[src/rtl/rcpa_pkg.sv]
package rcpa_pkg;

  localparam int NUM_PAGES_DEF  = 4096;
  localparam int COUNT_BITS_DEF = 8;

  localparam int PAGE_W     = 12;
  localparam int END_W      = 13;
  localparam int KIND_W     = 3;
  localparam int STATUS_W   = 2;
  localparam int REFOUT_W   = 8;
  localparam int FCOUNT_W   = 13;
  localparam int CFG_IDX_W  = 1;
  localparam int CFG_DATA_W = 13;

  localparam logic [KIND_W-1:0] KIND_ALLOC = 3'd0;
  localparam logic [KIND_W-1:0] KIND_FREE  = 3'd1;
  localparam logic [KIND_W-1:0] KIND_INCR  = 3'd2;
  localparam logic [KIND_W-1:0] KIND_DECR  = 3'd3;
  localparam logic [KIND_W-1:0] KIND_QUERY = 3'd4;

  localparam logic [STATUS_W-1:0] STAT_OK    = 2'd0;
  localparam logic [STATUS_W-1:0] STAT_EMPTY = 2'd1;
  localparam logic [STATUS_W-1:0] STAT_RANGE = 2'd2;
  localparam logic [STATUS_W-1:0] STAT_FULL  = 2'd3;

  localparam logic [CFG_IDX_W-1:0] CFG_FIRST_PAGE = 1'd0;
  localparam logic [CFG_IDX_W-1:0] CFG_END_PAGE   = 1'd1;

  localparam logic [PAGE_W-1:0] FIRST_PAGE_RST = 12'd0;
  localparam logic [END_W-1:0]  END_PAGE_RST   = 13'd4096;

  typedef struct packed {
    logic [KIND_W-1:0] kind;
    logic [PAGE_W-1:0] page;
  } req_t;

  typedef struct packed {
    logic [STATUS_W-1:0] status;
    logic [PAGE_W-1:0]   alloc_page;
    logic [REFOUT_W-1:0] ref_count;
    logic [FCOUNT_W-1:0] free_count;
    logic                list_empty;
  } res_t;

  // controller -> datapath
  typedef struct packed {
    logic clr;
    logic accept;
    logic exec;
  } cmd_t;

  // datapath -> controller
  typedef struct packed {
    logic clr_last;
  } sts_t;

endpackage

[src/rtl/rcpa_ctrl.sv]
module rcpa_ctrl (
  input  logic            clk,
  input  logic            rst,
  input  logic            start,
  output logic            busy,
  output rcpa_pkg::cmd_t  cmd,
  input  rcpa_pkg::sts_t  sts
);

  typedef enum logic [2:0] {
    ST_CLEAR = 3'b001,
    ST_IDLE  = 3'b010,
    ST_EXEC  = 3'b100
  } state_t;

  state_t state, state_next;

  always_comb begin
    state_next = state;
    case (state)
      ST_CLEAR: begin
        if (sts.clr_last) begin
          state_next = ST_IDLE;
        end
      end
      ST_IDLE: begin
        if (start) begin
          state_next = ST_EXEC;
        end
      end
      ST_EXEC: begin
        state_next = ST_IDLE;
      end
      default: begin
        state_next = ST_CLEAR;
      end
    endcase
  end

  always_ff @(posedge clk) begin
    if (rst) begin
      state <= ST_CLEAR;
    end else begin
      state <= state_next;
    end
  end

  assign busy       = (state != ST_IDLE);
  assign cmd.clr    = (state == ST_CLEAR);
  assign cmd.accept = (state == ST_IDLE) && start;
  assign cmd.exec   = (state == ST_EXEC);

  a_exec_after_accept: assert property (@(posedge clk) disable iff (rst)
    cmd.exec |-> $past(cmd.accept))
    else $error("exec without a preceding accept");

  a_clear_ends_on_last: assert property (@(posedge clk) disable iff (rst)
    $fell(cmd.clr) |-> $past(sts.clr_last))
    else $error("clearing pass ended early");

  a_exec_single: assert property (@(posedge clk) disable iff (rst)
    cmd.exec |=> !cmd.exec)
    else $error("exec held for two cycles");

endmodule

[config.mk]
export PLATFORM = sky130hd
export DESIGN_NAME = rcpa_ctrl
export DESIGN_NICKNAME = d
export VERILOG_FILES = /design/src/rtl/rcpa_pkg.sv /design/src/rtl/rcpa_ctrl.sv
export SDC_FILE = /design/constraint.sdc
export NUM_CORES = 1
export LEC_CHECK = 0
export BUFFER_PORTS_ARGS = -buffer_cell sky130_fd_sc_hd__buf_2
export CORE_AREA = 2 2 39 41
export DETAILED_ROUTE_END_ITERATION = 8
export DIE_AREA = 0 0 41 43
export HOLD_SLACK_MARGIN = 0.03
export SLEW_MARGIN = 25
export SYNTH_ARGS = -nofsm -noshare
export SYNTH_HDL_FRONTEND = slang
export SYNTH_SLANG_ARGS = --single-unit
[constraint.sdc]
create_clock -name clk -period 1.2 [get_ports clk]
set_input_delay 0.12 -clock clk [delete_from_list [all_inputs] [get_ports clk]]
set_output_delay 0.12 -clock clk [all_outputs]
set_load 0.02 [all_outputs]
==> metrics.csv, run 1 <==
metric;value;unit
status;finished, violations left;
failing checks;negative setup slack;
synthesized-area fraction occupied by xor and xnor cells;0;%
Clock Root Buffer;clkbuf_4;
storage element area;66.3;sq um
sw frac;23.7;%
endpoints failing setup;4;
synthesized flop and latch total;3;
nature of the critical path startpoint;register;
Min-Delay Path Class;input pin to register;
Worst-Skew Late Latency;0.23;ns
LEAKAGE;0.112;nW
placed insts;36;
Compound-Gate Fraction of Synth Area;10.4;%
Syn Std Cell Area;144;sq um
R2R Setup Slk;-0.01;ns
IO Count;8;
worst hold start;rst;
Port Buffers;7;
final instance area;273;sq um
RSZ-0062 raised after global routing;yes;
DRC Markers;0;
Synthesis Warnings;0;
Antenna Cells;0;
Clk pwr share;54.5;%
H-tree depth;1;
non-filler instance count after layout;42;
worst r2r src;state[0];
Crit. End Element;primary output;
first-pass GRT wire length;621;um
Tot GR Track Use;5.92;%
PnR worst setup slack;-0.0593;ns
WP data required;1.08;ns
CP Launch Point;state[0];
met3 Use GR;7.85;%
worst rel slew slack;89.6;%
area grow syn2layout;89.6;%
adder-cell share of the synthesized area;0;%
Largest regs;state: 3 flops;
CTS max path bufs;2;
Starting Density;10.4;%
site row count;14;
max reg flops;3;
Crit Path Max Fanout;6;
grt met1 use;5.13;%
largest family of logic cells by synthesized area;simple AND/OR/NAND/NOR gates;
busiest grt layer;met3;
core area;1380;sq um
post-synthesis simple-gate area fraction;45.2;%
Chip Width;41;um
vias in the first global route;165;
Worst Setup EP;cmd[0];
Comb power frac;11.7;%
internal power;251;uW
wirelength, routed;385;um
dpl cell area;199;sq um
syn nets;17;
GP Congestion;0.647;
met2 Use GR;7.81;%
Fin. Hold Viols;0;
area of the multi-input gates;87.6;sq um
fillers;159;
die height;43;um
pwr dens;1210;nW/um^2
NetSw;77.9;uW
fin crit share;105;%
critical path type;register to primary output;
fin crit period;1.26;ns
part of the power in registers;33.9;%
antenna violations before repair;0;
Final ANT Viol Nets;0;
reg2reg path depth;3;
Final #Nets;31;
Initial DRC Count;1;
max-slew violation count;0;
Hold Path Depth;2;
DR WL/cell;9.17;um
FF-to-FF End;state[0];
multiplexer area fraction after synthesis;0;%
max_cap viols;0;
clk_skew;0.00638;ns
largest net degree at the start of global routing;7;
number of distinct library cells after synthesis;10;
GRT overflow;0;
clock sink total;3;
Avg Inst Size Synth;11.1;sq um
Least-Margin Pin Slew;0.155;ns
CTS buffer count;3;
CTS tree;built;
Fmax;0.794;GHz
first drt pass iteration count;2;
Vias;157;
Die Area;1760;sq um
Cells after Synth;13;
register area share after synthesis;41.7;%
worst endpoint data arrival time;1.14;ns
Max VDD drop;0.339;mV
vias per cell;3.74;
Reg clk slew, reported paths;0.04;ns
layout cell share with drive strength beyond 1;76.9;%
largest reg by FF count;state;
[per-stage QoR]
step	hold WS (ns)	power (mW)	utilization [%]	setup TNS, ns	setup WS (ns)
after global placement	0.329	0.146	14.4	0	0.0680
after detailed placement	0.325	0.146	14.4	0	0.0693
after global routing	0.0865	0.349	19.7	-0.290	-0.0906
after floorplan	0.189	0.132	-	0	0.0448
final	0.0784	0.329	19.7	-0.146	-0.0593
after CTS	0.0724	0.339	19.1	-0.161	-0.0611
[cell families (layout without fill, tap and decap cells)]
kind of cell,count (synthesis),in the layout
compound gates,2,2
flops,3,3
buf+inv,1,14
simple gates,7,7
[cell type report]
class	count	share of cell area, %
repair buffers	9	25.2
inverters	1	1.38
clock buffers	4	9.63
multi-input cells	9	32.1
flip-flops and latches	3	24.3
well taps	16	7.34
[power by group through the flow]
| stage | Sequential (mW) | Clock [mW] | Combinational (mW) |
|---|---|---|---|
| 6_report | 0.111 | 0.179 | 0.0384 |
| 5_1_grt | 0.112 | 0.195 | 0.0418 |
| 4_1_cts | 0.113 | 0.189 | 0.0363 |
| 3_5_place_dp | 0.113 | 0 | 0.0333 |
| 3_3_place_gp | 0.113 | 0 | 0.0334 |
| 2_1_floorplan | 0.111 | 0 | 0.0205 |
[how the worst min path moves through the flow]
stage / slack, ns / end
4_1_cts: 0.07 / state[2]
6_report: 0.08 / state[2]
3_3_place_gp: 0.33 / state[2]
3_5_place_dp: 0.32 / state[2]
2_1_floorplan: 0.19 / state[1]
5_1_grt: 0.09 / state[2]
[worst max-delay path, stage by stage (launching register included)]
cell and delay [ns]:
dfxtp_2 0.33, or3b_4 0.41, inv_2 0.06, buf_6 0.10
[synthesized netlist by cell type (all sizes together)]
library cell  count  share of area, %
nor2b             1               4.4
a31oi             1               4.4
nand4bb           1               7.8
a31o              1               6.1
and4bb            1               8.7
dfxtp             3                42
or4b              1               7.0
or3b              2                12
nor3b             1               5.2
inv               1               2.6
[metal layers]
metal	wire, um	vias up
met1	154	72
met2	172	8
li1	-	77
met4	0	0
met5	0	-
met3	58	0
[cells in the final DEF (no fill, tap or decap)]
cell,netlist,layout
buf_2,0,4
clkbuf_4,0,3
buf_6,0,3
buf_4,0,2
dfxtp_2,0,2
or3b_1,2,1
or3b_4,0,1
inv_2,0,1
nor3b_2,0,1
and4bb_2,1,1
nand4bb_1,1,1
a31o_2,1,1
or4b_1,1,1
a31oi_1,1,1
nor2b_1,1,1
clkbuf_1,0,1
dfxtp_4,0,1
[what timing repair did]
item	in CTS	in global routing
hold buffers	0	0
endpoints found under the setup margin	2	5
pin swaps	1	2
buffers inserted	2	0
hold endpoints to repair	0	0
gates resized for setup	10	3
No activity file was read; power rests on OpenSTA's default activity.
==> inputs of run 2 (changes only) <==
CAP_MARGIN = 10   (was not set)
PLACE_DENSITY_LB_ADDON = 0.1   (was not set)
==> run 2 against run 1 <==
The run still ends with negative setup slack left; highest routed layer is now met4; clock skew is 0.0053 ns lower; combinational power is 5.2% higher; maximum frequency grew 0.83%; critical endpoint unchanged; sequential share of layout area increased by 0.11 points; utilization down 0.090 points; cell count stayed put; sequential cell count stayed put; register-to-register slack is essentially flat.
==> metrics.csv, run 2 (synthesis gave the netlist of run 1 again) <==
metric;value;unit;change
status;finished, violations left;;
failing checks;negative setup slack;;
clk_skew;0.00103;ns;-0.00535 ns
total power;325;uW;-1.2%
Vias;164;;+4.5%
Fin. Hold Viols;0;;unchanged
WHS;0.0865;ns;+0.00805 ns
area grow syn2layout;88.7;%;
GRT overflow;0;;unchanged
Hold EP;state[1];;
pwr dens;1200;nW/um^2;-0.72%
reg2reg path depth;3;;unchanged
Antenna Cells;0;;unchanged
final instance area;272;sq um;-0.46%
Crit. End Element;primary output;;
clock sink total;3;;unchanged
critical path type;register to primary output;;
# hold bufs at CTS;0;;unchanged
R2R Setup Slk;-0.01;ns;about the same
first-pass GRT wire length;662;um;+6.6%
Hold Path Depth;2;;unchanged
LEAKAGE;0.116;nW;+3.6%
Fmax;0.801;GHz;+0.83%
Final ANT Viol Nets;0;;unchanged
endpoints failing setup;3;;-1
most common cell after layout, fill and taps aside;buf_2;;
Crit Path Max Fanout;6;;unchanged
vias per cell;3.90;;+4.5%
Port Buffers;7;;unchanged
layout cell share with drive strength beyond 1;80.8;%;+3.8 points
area of the multi-input gates;90.1;sq um;+2.9%
Tot GR Track Use;7.52;%;+1.6 points
Initial DRC Count;0;;-1
Chip Width;41;um;unchanged
worst rel slew slack;90.8;%;+1.2 points
largest net degree at the start of global routing;7;;unchanged
first drt pass iteration count;1;;-1
CTS buffer count;3;;unchanged
dpl cell area;199;sq um;unchanged
Worst-Skew Late Latency;0.23;ns;about the same
max-slew violation count;0;;unchanged
met2 Use GR;9.06;%;+1.2 points
IO Count;8;;unchanged
die height;43;um;unchanged
Die Area;1760;sq um;unchanged
worst r2r src;state[0];;
DRC Markers;0;;unchanged
fin crit period;1.25;ns;-0.0104 ns
Least-Margin Pin Slew;0.137;ns;-0.0182 ns
CTS max path bufs;2;;unchanged
worst hold start;rst;;
Max VDD drop;0.225;mV;-34%
Final #Nets;31;;unchanged
pre-CTS setup slack;0.0552;ns;-0.0141 ns
site row count;14;;unchanged
fin crit share;104;%;-0.87 points
Clock Root Buffer;clkbuf_4;;
DR WL/cell;10.8;um;+18%
RSZ-0062 raised after global routing;yes;;
fillers;165;;+3.8%
met3 Use GR;6.28;%;-1.6 points
FF-to-FF End;state[0];;
vias in the first global route;173;;+4.8%
PnR worst setup slack;-0.0489;ns;+0.0104 ns
worst endpoint data arrival time;1.13;ns;about the same
grt met1 use;4.15;%;-0.97 points
Min-Delay Path Class;input pin to register;;
commonest cells after routing, fill and taps aside;4 x buf_2, 3 x clkbuf_4, 3 x buf_4;;
setup_tns;-0.0964;ns;+0.0498 ns
Largest regs;state: 3 flops;;
busiest grt layer;met4;;
WP data required;1.08;ns;about the same
CTS tree;built;;
Reg clk slew, reported paths;0.03;ns;about the same
storage element area;66.3;sq um;unchanged
Starting Density;10.4;%;unchanged
largest reg by FF count;state;;
wirelength, routed;455;um;+18%
max reg flops;3;;unchanged
antenna violations before repair;0;;unchanged
GP Congestion;0.507;;-22%
H-tree depth;1;;unchanged
core area;1380;sq um;unchanged
max_cap viols;0;;unchanged
nature of the critical path startpoint;register;;
-- run 2: cell counts in the layout (fill, tap and decap cells not counted) --
No cell type changed its count.
-- run 2: report_power, final --
group          internal, mW  switching, mW  leakage [nW]
Sequential            0.106        0.00739        0.0255
Clock                 0.124         0.0472        0.0150
Combinational        0.0225         0.0179        0.0758
Total                 0.253         0.0724         0.116
-- run 2: how the worst max path moves through the flow --
stage | from | end | slack, ns
4_1_cts | state[0] | cmd[0] | -0.06
5_1_grt | state[0] | cmd[0] | -0.10
3_5_place_dp | state[2] | state[0] | 0.06
3_3_place_gp | state[2] | state[0] | 0.06
2_1_floorplan | state[1] | state[0] | 0.04
6_report | state[0] | cmd[0] | -0.05
-- run 2: final cells by class --
type	instances	area share (%)
well taps	16	7.37
clock buffers	4	9.68
multi-input cells	9	33.2
repair buffers	9	24.0
inverters	1	1.38
flip-flops and latches	3	24.4
-- run 2: metal layers --
layer	share of wire (%)	vias to the layer above
met5	0	-
li1	-	78
met4	4.2	0
met1	31	76
met3	9.0	2
met2	56	8
-- run 2: critical path: stages (launching register included) --
cell and delay, ns:
dfxtp_2 0.33, or3b_4 0.40, inv_2 0.06, buf_6 0.10
-- run 2: what timing repair did --
action | 4_1_cts | 5_1_grt
pin swaps | 1 | 0
gates resized for setup | 7 | 6
buffers inserted | 2 | 0
endpoints found under the setup margin | 2 | 4
-- run 2: through the flow --
stage | cells | util (%)
finish | 42 | 19.6
CTS | 42 | 18.3
global route | 42 | 19.6
detailed placement | 36 | 14.4
global placement | 36 | 14.4
floorplan | 13 | -
==> inputs of run 3 (changes only) <==
PLACE_DENSITY = 0.34   (was not set)
PLACE_DENSITY_LB_ADDON = not set   (was 0.1)
==> run 3 against run 2 <==
The flow still finishes with violations (negative setup slack); via count increased by 4.3%; first-iteration DRC count increased by 5; sequential cell count unchanged; clock power increased by 9%; maximum frequency decreased by 0.59%; sequential power about the same; largest cell class unchanged; highest routed layer is now met3.
==> metrics.csv, run 3 (synthesis gave the netlist of run 1 again) <==
metric;value;unit;change
status;finished, violations left;;
failing checks;negative setup slack;;
nature of the critical path startpoint;register;;
Worst-Skew Late Latency;0.24;ns;about the same
Tot GR Track Use;6.42;%;-1.1 points
Chip Width;41;um;unchanged
largest reg by FF count;state;;
antenna violations before repair;0;;unchanged
wirelength, routed;436;um;-4.2%
first drt pass iteration count;2;;+1
Crit Path Max Fanout;5;;-1
GP Congestion;0.577;;+14%
storage element area;66.3;sq um;unchanged
area grow syn2layout;100;%;
Die Area;1760;sq um;unchanged
Max VDD drop;0.191;mV;-15%
CP Launch Point;state[2];;
DRC Markers;0;;unchanged
area of the multi-input gates;90.1;sq um;unchanged
PnR worst setup slack;-0.0564;ns;-0.00746 ns
pre-CTS setup slack;0.0703;ns;+0.0151 ns
first-pass GRT wire length;703;um;+6.2%
worst endpoint data arrival time;1.14;ns;about the same
max_cap viols;0;;unchanged
largest net degree at the start of global routing;6;;-1
Least-Margin Pin Slew;0.122;ns;-0.0148 ns
WP data required;1.08;ns;about the same
non-filler instance count after layout;44;;+4.8%
vias per cell;3.89;;-0.47%
Starting Density;10.4;%;unchanged
Largest regs;state: 3 flops;;
CTS buffer count;3;;unchanged
clk_skew;0.00481;ns;+0.00378 ns
Worst Setup EP;cmd[0];;
FF-to-FF End;state[0];;
Final #Nets;33;;+6.5%
Initial DRC Count;5;;+5
Antenna Cells;0;;unchanged
RSZ-0062 raised after global routing;yes;;
most common cell after layout, fill and taps aside;buf_2;;
CTS max path bufs;2;;unchanged
Port Buffers;7;;unchanged
Fmax;0.796;GHz;-0.59%
R2R Setup Slk;-0.01;ns;about the same
core area;1380;sq um;unchanged
layout cell share with drive strength beyond 1;82.1;%;+1.4 points
pwr dens;1200;nW/um^2;+0.34%
fillers;156;;-5.5%
Fin. Hold Viols;0;;unchanged
vias in the first global route;176;;+1.7%
fin crit share;105;%;+0.62 points
CTS tree;built;;
LEAKAGE;0.126;nW;+8.6%
IO Count;8;;unchanged
commonest cells after routing, fill and taps aside;5 x buf_2, 3 x clkbuf_4, 3 x buf_6, 3 x buf_4;;
site row count;14;;unchanged
Vias;171;;+4.3%
Crit. End Element;primary output;;
clock sink total;3;;unchanged
reg2reg path depth;3;;unchanged
Min-Delay Path Class;input pin to register;;
worst rel slew slack;91.8;%;+0.99 points
fin crit period;1.26;ns;+0.00746 ns
critical path type;register to primary output;;
Clock Root Buffer;clkbuf_4;;
H-tree depth;1;;unchanged
placed insts;36;;unchanged
max-slew violation count;0;;unchanged
worst r2r src;state[2];;
Reg clk slew, reported paths;0.04;ns;about the same
max reg flops;3;;unchanged
endpoints failing setup;3;;unchanged
die height;43;um;unchanged
DR WL/cell;9.91;um;-8.5%
GRT overflow;0;;unchanged
Final ANT Viol Nets;0;;unchanged
-- run 3: changes by cell type in the layout (fill, tap and decap cells not counted), sizes merged --
cell / change
buf: +2
-- run 3: report_power, final --
group / total (mW) / internal [mW] / switching, mW
clock: 0.186 / 0.125 / 0.0609
sequential: 0.112 / 0.106 / 0.00657
combinational: 0.0475 / 0.0274 / 0.0201
total: 0.346 / 0.258 / 0.0875
-- run 3: how the worst min path moves through the flow --
| stage | from | endpoint | slack [ns] | depth (start not counted) |
|---|---|---|---|---|
| after floorplan | rst | state[1] | 0.19 | 1 |
| after global placement | rst | state[1] | 0.32 | 2 |
| after detailed placement | rst | state[2] | 0.32 | 2 |
| after CTS | rst | state[1] | 0.06 | 2 |
| after global routing | rst | state[1] | 0.07 | 2 |
| final | rst | state[1] | 0.07 | 2 |
-- run 3: metrics by stage --
step	TNS, ns	hold WS (ns)	cell area, sq um	util, %	total power, mW
detailed placement	0	0.320	199	14.4	0.147
finish	-0.106	0.0703	288	20.8	0.346
global route	-0.188	0.0683	288	20.8	0.365
floorplan	0	0.189	144	-	0.132
CTS	-0.0961	0.0647	277	20.0	0.346
global placement	0	0.321	199	14.4	0.146
-- run 3: what timing repair did --
item                       4_1_cts  5_1_grt
hold buffers                     0        0
pin swaps                        2        2
setup buffers                    4        0
resized for setup               10        3
setup endpoints to repair        2        5
-- run 3: layout make-up --
type                    instances  area share [%]
clock buffers                   4            9.13
inverters                       1            1.30
multi-input cells               9            31.3
flip-flops and latches          3            23.0
well taps                      16            6.96
repair buffers                 11            28.3
-- run 3: per-layer routing --
metal,GRT usage (%),wire length (um),up-vias
met4,6.00,0,0
met2,9.38,276,3
li1,-,-,80
met1,5.13,151,88
met3,4.71,8,0
met5,0,0,-
-- run 3: worst max-delay path, stage by stage (launching register included) --
cell	delay (ns)
dfxtp_2	0.35
or3b_4	0.39
inv_2	0.06
buf_6	0.10
